## src/sv/gthd_pkg.sv

```systemverilog
`default_nettype none

package gthd_pkg;

    localparam int unsigned GY_MIN    = 2001;
    localparam int unsigned GY_MAX    = 2099;
    localparam int unsigned GY_BASE   = 2000;
    localparam int unsigned DAY_BASE  = 197;
    localparam int unsigned HIJRI_EPOCH = 1420;
    localparam int unsigned MONTH_LAST = 13;

    localparam logic [35:0] LUNAR_E6  = 36'd354367068;
    localparam logic [35:0] SCALE_E6  = 36'd1000000;
    localparam logic [25:0] LUNAR_FRAC_E6 = 26'd367068;
    localparam logic [25:0] FRAC_SCALE_E6 = 26'd1000000;
    localparam logic [15:0] LUNAR_INT = 16'd354;

    localparam logic [2:0] YEAR_BIT_TOP = 3'd6;
    localparam logic [2:0] FRAC_BIT_TOP = 3'd5;

    typedef enum logic [2:0] {
        ST_IDLE,
        ST_PREP,
        ST_SCALE,
        ST_YEAR,
        ST_FRAC,
        ST_REM,
        ST_MONTH,
        ST_DONE
    } state_t;

    typedef struct packed {
        logic       load;
        logic       prep;
        logic       scale;
        logic       year_step;
        logic       frac_step;
        logic       rem;
        logic       month;
        logic       out_load;
        logic [2:0] bit_idx;
    } cmd_t;

    typedef struct packed {
        logic out_free;
    } status_t;

    // floor(30.6001 * (m + 1)) for the shifted month 3..14
    function automatic logic [8:0] greg_month_days(input logic [3:0] m);
        logic [8:0] d;
        unique case (m)
            4'd3:    d = 9'd122;
            4'd4:    d = 9'd153;
            4'd5:    d = 9'd183;
            4'd6:    d = 9'd214;
            4'd7:    d = 9'd244;
            4'd8:    d = 9'd275;
            4'd9:    d = 9'd306;
            4'd10:   d = 9'd336;
            4'd11:   d = 9'd367;
            4'd12:   d = 9'd397;
            4'd13:   d = 9'd428;
            4'd14:   d = 9'd459;
            default: d = 9'd0;
        endcase
        return d;
    endfunction

    // floor(29.5 * m - 28.999), day offset of hijri month start
    function automatic logic [8:0] hijri_month_start(input logic [3:0] m);
        logic [8:0] d;
        unique case (m)
            4'd1:    d = 9'd0;
            4'd2:    d = 9'd30;
            4'd3:    d = 9'd59;
            4'd4:    d = 9'd89;
            4'd5:    d = 9'd118;
            4'd6:    d = 9'd148;
            4'd7:    d = 9'd177;
            4'd8:    d = 9'd207;
            4'd9:    d = 9'd236;
            4'd10:   d = 9'd266;
            4'd11:   d = 9'd295;
            4'd12:   d = 9'd325;
            4'd13:   d = 9'd354;
            default: d = 9'd0;
        endcase
        return d;
    endfunction

endpackage

`default_nettype wire

```

## src/sv/gthd_ctrl.sv

```systemverilog
`default_nettype none

module gthd_ctrl (
    input  wire logic             clk,
    input  wire logic             rst_n,
    input  wire logic             s_tvalid,
    output logic                  s_tready,
    input  wire gthd_pkg::status_t status,
    output gthd_pkg::cmd_t        cmd
);

    gthd_pkg::state_t state_reg, state_next;
    logic [2:0]       cnt_reg, cnt_next;

    always_ff @(posedge clk or negedge rst_n)
    begin
        if (!rst_n)
        begin
            state_reg <= gthd_pkg::ST_IDLE;
            cnt_reg   <= 3'd0;
        end
        else
        begin
            state_reg <= state_next;
            cnt_reg   <= cnt_next;
        end
    end

    always_comb
    begin
        state_next = state_reg;
        cnt_next   = cnt_reg;
        unique case (state_reg)
            gthd_pkg::ST_IDLE:
            begin
                if (s_tvalid)
                begin
                    state_next = gthd_pkg::ST_PREP;
                end
            end
            gthd_pkg::ST_PREP:
            begin
                state_next = gthd_pkg::ST_SCALE;
            end
            gthd_pkg::ST_SCALE:
            begin
                state_next = gthd_pkg::ST_YEAR;
                cnt_next   = gthd_pkg::YEAR_BIT_TOP;
            end
            gthd_pkg::ST_YEAR:
            begin
                if (cnt_reg == 3'd0)
                begin
                    state_next = gthd_pkg::ST_FRAC;
                    cnt_next   = gthd_pkg::FRAC_BIT_TOP;
                end
                else
                begin
                    cnt_next = cnt_reg - 3'd1;
                end
            end
            gthd_pkg::ST_FRAC:
            begin
                if (cnt_reg == 3'd0)
                begin
                    state_next = gthd_pkg::ST_REM;
                end
                else
                begin
                    cnt_next = cnt_reg - 3'd1;
                end
            end
            gthd_pkg::ST_REM:
            begin
                state_next = gthd_pkg::ST_MONTH;
            end
            gthd_pkg::ST_MONTH:
            begin
                state_next = gthd_pkg::ST_DONE;
            end
            gthd_pkg::ST_DONE:
            begin
                if (status.out_free)
                begin
                    state_next = gthd_pkg::ST_IDLE;
                end
            end
            default:
            begin
                state_next = gthd_pkg::ST_IDLE;
            end
        endcase
    end

    always_comb
    begin
        cmd         = '0;
        cmd.bit_idx = cnt_reg;
        s_tready    = 1'b0;
        unique case (state_reg)
            gthd_pkg::ST_IDLE:
            begin
                s_tready = 1'b1;
                cmd.load = s_tvalid;
            end
            gthd_pkg::ST_PREP:  cmd.prep      = 1'b1;
            gthd_pkg::ST_SCALE: cmd.scale     = 1'b1;
            gthd_pkg::ST_YEAR:  cmd.year_step = 1'b1;
            gthd_pkg::ST_FRAC:  cmd.frac_step = 1'b1;
            gthd_pkg::ST_REM:   cmd.rem       = 1'b1;
            gthd_pkg::ST_MONTH: cmd.month     = 1'b1;
            gthd_pkg::ST_DONE:  cmd.out_load  = status.out_free;
            default:            cmd.load      = 1'b0;
        endcase
    end

endmodule

`default_nettype wire

```

## src/sv/gthd_dp.sv

```systemverilog
`default_nettype none

module gthd_dp (
    input  wire logic           clk,
    input  wire logic           rst_n,
    input  wire logic           cfg_wen,
    input  wire logic [2:0]     cfg_wdata,
    input  wire logic [23:0]    s_tdata,
    output logic                m_tvalid,
    input  wire logic           m_tready,
    output logic [23:0]         m_tdata,
    input  wire gthd_pkg::cmd_t cmd,
    output gthd_pkg::status_t   status
);

    logic [2:0]  corr_reg;
    logic [11:0] gy_reg;
    logic [3:0]  gm_reg;
    logic [4:0]  gd_reg;
    logic [15:0] nday_reg, nday_next;
    logic [35:0] nscl_reg;
    logic [6:0]  k_reg, k_cand;
    logic [5:0]  q_reg, q_cand;
    logic [8:0]  rem_reg;
    logic [4:0]  day_reg, day_next;
    logic [3:0]  mon_reg, mon_next;
    logic [10:0] year_reg;
    logic        out_valid_reg;
    logic [23:0] out_data_reg;

    logic [11:0] gy_c;
    logic [3:0]  gm_c, m_adj;
    logic        early;
    logic [6:0]  yr7;
    logic        year_hit, frac_hit;
    logic [15:0] yp, rem_full;
    logic [8:0]  day_sub;
    logic [3:0]  mon_srch;

    // day count from the 2000-based epoch, jan/feb as months 13/14
    always_comb
    begin
        priority if (gy_reg < 12'(gthd_pkg::GY_MIN))
            gy_c = 12'(gthd_pkg::GY_MIN);
        else if (gy_reg > 12'(gthd_pkg::GY_MAX))
            gy_c = 12'(gthd_pkg::GY_MAX);
        else
            gy_c = gy_reg;
        priority if (gm_reg == 4'd0)
            gm_c = 4'd1;
        else if (gm_reg > 4'd12)
            gm_c = 4'd12;
        else
            gm_c = gm_reg;
        early     = gm_c < 4'd3;
        m_adj     = early ? gm_c + 4'd12 : gm_c;
        yr7       = 7'(gy_c - 12'(gthd_pkg::GY_BASE) - {11'd0, early});
        nday_next = 16'(yr7) * 16'd365 + 16'(yr7 >> 2)
                  + 16'(gthd_pkg::greg_month_days(m_adj)) + 16'(gd_reg)
                  + 16'(gthd_pkg::DAY_BASE) + {{13{corr_reg[2]}}, corr_reg};
    end

    // bit-serial search: k = last year whose start is not after nday,
    // q = floor(0.367068 * k)
    always_comb
    begin
        k_cand = k_reg;
        k_cand[cmd.bit_idx] = 1'b1;
        q_cand = q_reg;
        q_cand[cmd.bit_idx[2:0]] = 1'b1;
        year_hit = (gthd_pkg::LUNAR_E6 * 36'(k_cand)) < nscl_reg;
        frac_hit = (gthd_pkg::FRAC_SCALE_E6 * 26'(q_cand))
                <= (gthd_pkg::LUNAR_FRAC_E6 * 26'(k_reg));
        yp       = gthd_pkg::LUNAR_INT * 16'(k_reg) + 16'(q_reg);
        rem_full = nday_reg - 16'd1 - yp;
    end

    always_comb
    begin
        mon_srch = 4'd1;
        for (int i = 2; i <= int'(gthd_pkg::MONTH_LAST); i++)
        begin
            if (gthd_pkg::hijri_month_start(4'(i)) <= rem_reg)
            begin
                mon_srch = 4'(i);
            end
        end
        day_sub  = rem_reg - gthd_pkg::hijri_month_start(mon_srch);
        day_next = day_sub[4:0] + 5'd1;
        mon_next = mon_srch;
        if (mon_srch == 4'(gthd_pkg::MONTH_LAST))
        begin
            mon_next = 4'd12;
            day_next = day_sub[4:0] + 5'd30;
        end
    end

    always_ff @(posedge clk or negedge rst_n)
    begin
        if (!rst_n)
        begin
            corr_reg      <= 3'd0;
            out_valid_reg <= 1'b0;
        end
        else
        begin
            if (cfg_wen)
            begin
                corr_reg <= cfg_wdata;
            end
            if (cmd.out_load)
            begin
                out_valid_reg <= 1'b1;
            end
            else if (m_tready)
            begin
                out_valid_reg <= 1'b0;
            end
        end
    end

    always_ff @(posedge clk)
    begin
        if (cmd.load)
        begin
            gy_reg <= s_tdata[11:0];
            gm_reg <= s_tdata[15:12];
            gd_reg <= s_tdata[20:16];
        end
        if (cmd.prep)
        begin
            nday_reg <= nday_next;
        end
        if (cmd.scale)
        begin
            nscl_reg <= 36'(nday_reg) * gthd_pkg::SCALE_E6;
            k_reg    <= 7'd0;
            q_reg    <= 6'd0;
        end
        if (cmd.year_step && year_hit)
        begin
            k_reg <= k_cand;
        end
        if (cmd.frac_step && frac_hit)
        begin
            q_reg <= q_cand;
        end
        if (cmd.rem)
        begin
            rem_reg <= rem_full[8:0];
        end
        if (cmd.month)
        begin
            day_reg  <= day_next;
            mon_reg  <= mon_next;
            year_reg <= 11'(gthd_pkg::HIJRI_EPOCH) + 11'(k_reg);
        end
        if (cmd.out_load)
        begin
            out_data_reg <= {4'd0, year_reg, mon_reg, day_reg};
        end
    end

    assign status.out_free = !out_valid_reg || m_tready;
    assign m_tvalid        = out_valid_reg;
    assign m_tdata         = out_data_reg;

endmodule

`default_nettype wire

```

## src/sv/gregorian_to_hijri_date.sv

```systemverilog
// Gregorian to Hijri date converter, tabular lunar calendar.
// Input stream s_*: one word per date, output stream m_*: one word per date.
// Configuration: cfg_wen/cfg_wdata write the signed 3-bit day correction;
// write it only while no date is in flight.
// From input acceptance to m_tvalid a date passes these steps in order:
// day count, scaling, 7-step year search, 6-step fraction search,
// remainder, month search, output load (which waits for a free output).
// One date at a time: s_tready is high only while idle, so a new date is
// taken only after the last one is through its bit-serial searches.
// A finished word sits in the output register; the next date is accepted
// meanwhile, and its result waits in the last step until m_tready frees
// the output register.
// Reset clears the correction to 0, drops m_tvalid and returns to idle.
`default_nettype none

module gregorian_to_hijri_date (
    input  wire logic        clk,
    input  wire logic        rst_n,
    input  wire logic        cfg_wen,
    input  wire logic [2:0]  cfg_wdata,    // day_correction
    input  wire logic        s_tvalid,
    output logic             s_tready,
    input  wire logic [23:0] s_tdata,      // greg_year[11:0], greg_month[15:12], greg_day[20:16]
    output logic             m_tvalid,
    input  wire logic        m_tready,
    output logic [23:0]      m_tdata       // hijri_day[4:0], hijri_month[8:5], hijri_year[19:9]
);

    gthd_pkg::cmd_t    cmd;
    gthd_pkg::status_t status;

    gthd_ctrl u_ctrl (
        .clk      (clk),
        .rst_n    (rst_n),
        .s_tvalid (s_tvalid),
        .s_tready (s_tready),
        .status   (status),
        .cmd      (cmd)
    );

    gthd_dp u_dp (
        .clk       (clk),
        .rst_n     (rst_n),
        .cfg_wen   (cfg_wen),
        .cfg_wdata (cfg_wdata),
        .s_tdata   (s_tdata),
        .m_tvalid  (m_tvalid),
        .m_tready  (m_tready),
        .m_tdata   (m_tdata),
        .cmd       (cmd),
        .status    (status)
    );

endmodule

`default_nettype wire

```

## config.mk

```make
export PLATFORM = sky130hd
export DESIGN_NAME = gregorian_to_hijri_date
export DESIGN_NICKNAME = d
export VERILOG_FILES = /design/src/sv/gthd_pkg.sv /design/src/sv/gthd_ctrl.sv /design/src/sv/gthd_dp.sv /design/src/sv/gregorian_to_hijri_date.sv
export SDC_FILE = /design/constraint.sdc
export NUM_CORES = 1
export LEC_CHECK = 0
export ABC_CLOCK_PERIOD_IN_PS = 7900
export BUFFER_PORTS_ARGS = -buffer_cell sky130_fd_sc_hd__buf_2
export CORE_MARGIN = 5
export CORE_UTILIZATION = 59
export DETAILED_ROUTE_END_ITERATION = 12
export GPL_TIMING_DRIVEN = 0
export PLACE_DENSITY = 0.79
export SLEW_MARGIN = 10
export SYNTH_ARGS = -nofsm -noshare
export SYNTH_HDL_FRONTEND = slang
export SYNTH_HIERARCHICAL = 1
export SYNTH_SLANG_ARGS = --single-unit
```

## constraint.sdc

```tcl
create_clock -name clk -period 7.9 [get_ports clk]
set_input_delay 0 -clock clk [delete_from_list [all_inputs] [get_ports clk]]
set_output_delay 0 -clock clk [all_outputs]
set_load 0.1 [all_outputs]
```

; Word level (Yosys, flattened, before mapping)
; Memories as Yosys holds them, arrays and structs flattened.
; Cells that the tools add are included.
[op_classes]
add_sub_neg = 16
mul = 6
n_lt_le_gt_ge = 20
eq_ne = 13
muxes = 43
bitwise = 2
reduce_logical = 14
[op_table]
columns = operator, n
row1 = "<= comparator 8 x 9 -> 1 bit, first input constant", 4
row2 = "<= comparator 9 bit, first input constant", 4
row3 = < comparator 36 bit, 1
row4 = two-way mux 4 bit, 9
row5 = "multiplier 27 x 7 -> 34 bit, first input constant", 1
row6 = adder 16 x 5 -> 16 bit, 2
row7 = "multiplier 16 x 14 -> 30 bit, second input constant", 1
row8 = two-way mux 3 bit, 10
row9 = two-way mux 7 bit, 4
row10 = <= comparator 26 bit, 1
row11 = "multiplier 17 x 7 -> 24 bit, first input constant", 1
row12 = one-hot mux 3 bit (8 select lines), 1
row13 = "multiplier 14 x 6 -> 20 bit, first input constant", 1
row14 = "<= comparator 7 x 9 -> 1 bit, first input constant", 2
row15 = adder 16 bit, 1
row16 = "adder 16 x 8 -> 16 bit, second input constant", 1
row17 = adder 16 x 9 -> 16 bit, 1
row18 = "multiplier 7 x 9 -> 16 bit, second input constant", 1
row19 = "equality test 3 bit, second input constant", 4
row20 = "> comparator 12 bit, second input constant", 1
row21 = "< comparator 12 x 11 -> 1 bit, second input constant", 1
row22 = two-way mux 1 bit, 12
row23 = two-way mux 6 bit, 2
row24 = "adder 11 x 7 -> 11 bit, first input constant", 1
row25 = other kinds (37), 47
[totals]
ff_bits = 139
rom_bits = 288
in_bits = 32
wordCells = 132
n_memories = 2
[mem_list]
columns = memory, words, word_bits, read_ports, rd_ports_with_merged_regs, wr, line_no
row1 = (name not given), 16, 9, 1, 0, 0, gthd_pkg.sv:72  ; unique case (m)
row2 = (name not given), 16, 9, 1, 0, 0, gthd_pkg.sv:51  ; unique case (m)

; Depth between registers and ports, before layout
; An unclocked memory read counts as a cell.
[depth]
depth_word = 17
ltp_mapped = 32
ltp_nobuf = 32

; Modules after synthesis
; The synthesis kept the hierarchy.
[modules_own_cells]
columns = module, instances, cells_per_inst, area_each_um2
row1 = gthd_dp, 1, 1989, 19890.3
row2 = gthd_ctrl, 1, 53, 509.2

; Worst setup path before layout
; OpenSTA, ideal clock, no wires.
[synth_timing]
path_type = flip-flop to flip-flop
startpoint = register u_ctrl.cnt_reg[2]
endpoint = register u_dp.k_reg[0], enable pin
t_arrival_ns = 7.018
required_time_ns = 7.529
slack_ns = 0.510
path_stages_with_launch = 27
path_buffers = 1
period_less_slack_ns = 7.390
cell_sequence = dfrtp_1 -> buf_6 -> o21ai_0 -> fa_1 -> ha_1 -> or2_2 -> fa_1 -> inv_1 -> fa_1 -> inv_1 -> ha_1 -> a21o_1 -> a21oi_1 -> o21ai_0 -> o211ai_1 -> o21ai_0 -> a221oi_2 -> or4b_1 -> o311ai_2 -> ha_1 -> a21o_1 -> a21o_1 -> a21oi_1 -> o21ai_0 -> nand3_1 -> o211ai_1 -> o21bai_1
[synth_between]
elab_chain_cells = 9
elab_cells_between_ends = 10
cone_classes = mul (1) / order compare (3) / mux (2) / bitwise (1) / reduce/logical (3)
[synth_lines]
columns = item, line_no
row1 = from (decl), gthd_ctrl.sv:13  ; logic [2:0] cnt_reg, cnt_next;
row2 = from (signal assigned), gthd_ctrl.sv:25  ; cnt_reg <= cnt_next;
row3 = < comparator 3 x 4 -> 1 bit (not written as such) / greater-or-equal comparator 3 x 1 -> 1 bit (equally long branches), gthd_dp.sv:68  ; k_cand[cmd.bit_idx] = 1'b1;
row4 = logical AND 1 bit (not written as such), gthd_dp.sv:68
row5 = two-way mux 1 bit (not written as such), gthd_dp.sv:68
row6 = demux 1 bit (select 3 bit) *, --
row7 = OR 7 bit (no line) *, --
row8 = named net u_dp.k_cand[3], gthd_dp.sv:22  ; logic [6:0] k_reg, k_cand;
row9 = multiplier 27 x 7 -> 34 bit *, gthd_dp.sv:71  ; year_hit = (gthd_pkg::LUNAR_E6 * 36'(k_cand)) < nscl_reg;
row10 = < comparator 36 bit *, gthd_dp.sv:71
row11 = logical AND 1 bit *, gthd_dp.sv:140  ; if (cmd.year_step && year_hit)
row12 = nonzero test 2 bit (no line) *, --
row13 = to (signal assigned), gthd_dp.sv:142  ; k_reg <= k_cand;
row14 = to (decl), gthd_dp.sv:22
; The timed path passes the listed nets; every way through them passes the cells marked *.
; A chain may end at the register's enable or synchronous reset.

; Final worst setup path
[layout_timing]
startpoint = register u_dp.k_reg[5]
endpoint = register u_dp.k_reg[6], enable pin
[layout_between]
elab_chain_cells = 5
[layout_lines]
columns = item, line_no
row1 = OR 7 bit (no line), --
row2 = multiplier 27 x 7 -> 34 bit, gthd_dp.sv:71
row3 = < comparator 36 bit, gthd_dp.sv:71
row4 = logical AND 1 bit, gthd_dp.sv:140
row5 = nonzero test 2 bit (no line), --
; Every way passes these cells.

==> run_results.csv <==
group,metric,value,unit
clocking,root_buffer,"clkbuf_16",
routing,ant_nets,0,
run,drv_cap,0,
die,dieArea,0.0384,mm2
placed_design,portBuffers,49,
sta,fin_skew,0.00924,ns
global_routing,overflow,0,
sta,hold_viol,0,
cells_and_area,syn2layout_area_growth,8.96,%
hold_path,min_path_type,"in -> reg",
sta,setup_tns,0,ns
cells_and_area,largest_reg_flops,30,
synth,async_flop_share,0.0730,
routing,drtIter0Drc,936,
sta,setup_viol_count_final,0,
sta,min_period_over_period,0.952,
setup_path,crit_path_end_kind,"flop",
global_routing,antenna_found_initial,0,
setup_path,worstPathArrival,7.63,ns
die,rows,68,
cells_and_area,drive_gt1_frac,0.0675,
clocking,clockBufferDepth,2,
clocking,cts_sinks,137,
synth,yosysWarnings,6,
status,status,"complete, no violations",
synth,netlist_area,0.0204,mm2
synth,syn_avg_cell_area,9.99,um2
placed_design,place_hpwl,34500,um
sta,slew_headroom,0.329,
routing,drtPass1Iterations,5,
synth,synth_seq_cells,137,
clocking,clk_pin_slew,0.06,ns
placed_design,dpl.cell_count,2550,
setup_path,critPathLaunch,"u_dp/k_reg[5]$_SDFFCE_PN0P_",
die,start_util,0.593,
synth,synth_cell_types,89,
clocking,cts_tree,"done",
global_routing,grt_max_degree,33,
cells_and_area,antenna_cells,0,
setup_path,r2r-start,"u_dp/k_reg[5]$_SDFFCE_PN0P_",
die,fp.dieH,196,um
routing,drc_errors,0,
synth,synth_edf_count,127,
routing,wl_per_cell,16.1,um
clocking,worstSkewPairLatency,0.43,ns
routing,wl,42000,um
clocking,cts_buffers,17,
setup_path,critPathMaxFanout,8,
setup_path,cpPeakStageDelay,0.64,ns
sta,slew_viol_final,0,
clocking,cts_max_level,4,
routing,vias_per_cell,5.54,
global_routing,grt.total_usage,0.228,
cells_and_area,fin_nets,2803,
setup_path,worstSetupStartpointType,"flop",
global_routing,grt_pass1_vias,15400,
setup_path,crit_top_cell,"inv_1",
cells_and_area,instances_no_fill,2617,
die,core_area,0.0344,mm2
routing,vias,14500,
global_routing,grt_pass1_wl,72500,um
synth,ys_seq_area_frac,0.199,
sta,layout_min_cycle_time,7.52,ns
synth,synthCells,2042,
placed_design,gp_congestion,0.903,
setup_path,crit_required,8.01,ns
sta,tightest_slew,1.01,ns
synth,synthFlopType,"edfxtp_1",
setup_path,path_class,"reg -> reg",
die,dieWidth,196,um
sta,fmax,0.133,GHz
die,ios,58,
hold_path,hp-start,"s_tdata[15]",
setup_path,critical_path.slowest_cell,"edfxtp_1",
[repair_timing]
item | CTS | global route
hold buffers | 33 | 0
setup buffers | 1 | 1
endpoints found under the hold margin | 36 | 0
gates resized for setup | 7 | 7
pin swaps | 1 | 1
endpoints found under the setup margin | 14 | 18
cloned | 0 | 0
[Yosys cell counts (16+ instances only)]
library cell    n  area share
nor3_1         30      0.0074
a21oi_1       101       0.025
o21ai_0        60       0.015
nor2_1         79       0.015
o21bai_1       18      0.0066
o211ai_1       16      0.0059
xnor2_1        87       0.037
nand3_1        28      0.0069
a31oi_1        17      0.0052
inv_1         420       0.077
edfxtp_1      127        0.19
fa_1          189        0.19
a21o_1         44       0.016
xor2_1         42       0.018
nor2b_1        18      0.0055
nand2_1        73       0.013
o21a_1         20      0.0074
ha_1          433        0.27
[through the flow]
stage / setup slack (ns) / cell area [um2] / utilization / hold slack (ns)
after global routing: -0.00247 / 22200 / 0.647 / 0.273
after floorplan: 0.510 / 20400 / - / -0.296
final: 0.378 / 22200 / 0.647 / 0.284
after global placement: -1.17 / 21200 / 0.618 / -0.103
after detailed placement: -0.617 / 21300 / 0.618 / -0.107
after CTS: 0.139 / 22200 / 0.645 / 0.259
[path summary, 6_finish.rpt]
| kind | slack, ns | cells past startpoint | end |
|---|---|---|---|
| max in group asynchronous | 6.85 | 3 | u_ctrl/cnt_reg[2]$_DFFE_PN0P_ |
| worst max register to register | 0.38 | 28 | u_dp/k_reg[6]$_SDFFCE_PN0P_ |
| min in group asynchronous | 0.65 | 3 | u_dp/corr_reg[2]$_DFFE_PN0P_ |
| worst min-delay path | 0.28 | 2 | u_dp/gm_reg[3]$_DFFE_PP_ |
| worst max-delay path | 0.38 | 28 | u_dp/k_reg[6]$_SDFFCE_PN0P_ |
| worst min register to register | 0.42 | 0 | u_dp/m_tdata[6]$_DFFE_PP_ |
[cells in the final DEF, fill, tap and decap left out, drive strengths merged, types with 5 or more instances in the layout]
cell | synthesis | final
ha | 433 | 433
inv | 420 | 425
fa | 189 | 189
edfxtp | 127 | 127
a21oi | 101 | 101
xnor2 | 87 | 87
nor2 | 79 | 79
nand2 | 73 | 73
o21ai | 67 | 67
buf | 8 | 60
a21o | 44 | 44
xor2 | 42 | 42
dlygate4sd3 | 0 | 33
clkbuf | 14 | 33
nor3 | 31 | 31
nand3 | 28 | 28
o21a | 21 | 21
nor2b | 19 | 19
o21bai | 18 | 18
o211ai | 17 | 17
a31oi | 17 | 17
and2 | 17 | 17
nand2b | 14 | 14
nand4 | 14 | 14
a211oi | 13 | 13
and3 | 11 | 11
dfrtp | 10 | 10
or2 | 10 | 10
a21boi | 9 | 9
nand3b | 7 | 7
or3 | 7 | 7
nor4 | 7 | 7
mux2i | 6 | 6
o31ai | 6 | 6
mux2 | 5 | 5
a211o | 5 | 5
conb | 2 | 5
nor3b | 5 | 5
clkinv | 0 | 5
[layout make-up]
class	count	area [um2]
buffer	22	115
clock buffer	19	433
clock inverter	13	118
fill	2688	12100
inverter	420	1580
multi-input combinational	1466	14700
sequential	137	4060
tap	455	569
timing repair buffer	85	606
[logic make-up (layout without fill, tap and decap cells)]
family / Yosys count / in the layout / share of synthesized area
adder cells (fa/ha/maj): 622 / 622 / 0.451
buffers and inverters: 442 / 559 / 0.0829
AO/OA/AOI/OAI: 363 / 363 / 0.120
AND/OR/NAND/NOR: 335 / 335 / 0.0842
flip-flops: 137 / 137 / 0.199
XOR/XNOR: 129 / 129 / 0.0554
multiplexers: 12 / 12 / 0.00681
other: 2 / 5 / 0.000368
[critical path: cells and delay by family (launching register included)]
family	cells	cell delay, ns
fa+ha+maj	6	2.51
compound gates	12	2.18
simple gates	4	1.06
buf+inv	6	0.79
flops	1	0.64
[routing by layer]
layer / track usage / routed length [um] / up-vias
li1: - / - / 7148
met1: 0.285 / 18100 / 6975
met2: 0.415 / 21400 / 301
met3: 0.0314 / 1600 / 72
met4: 0.0626 / 957 / 0
met5: 0 / 0 / -
Power is not shown: default switching activity piles up to over one toggle a cycle in this logic, so the estimate is an artifact.
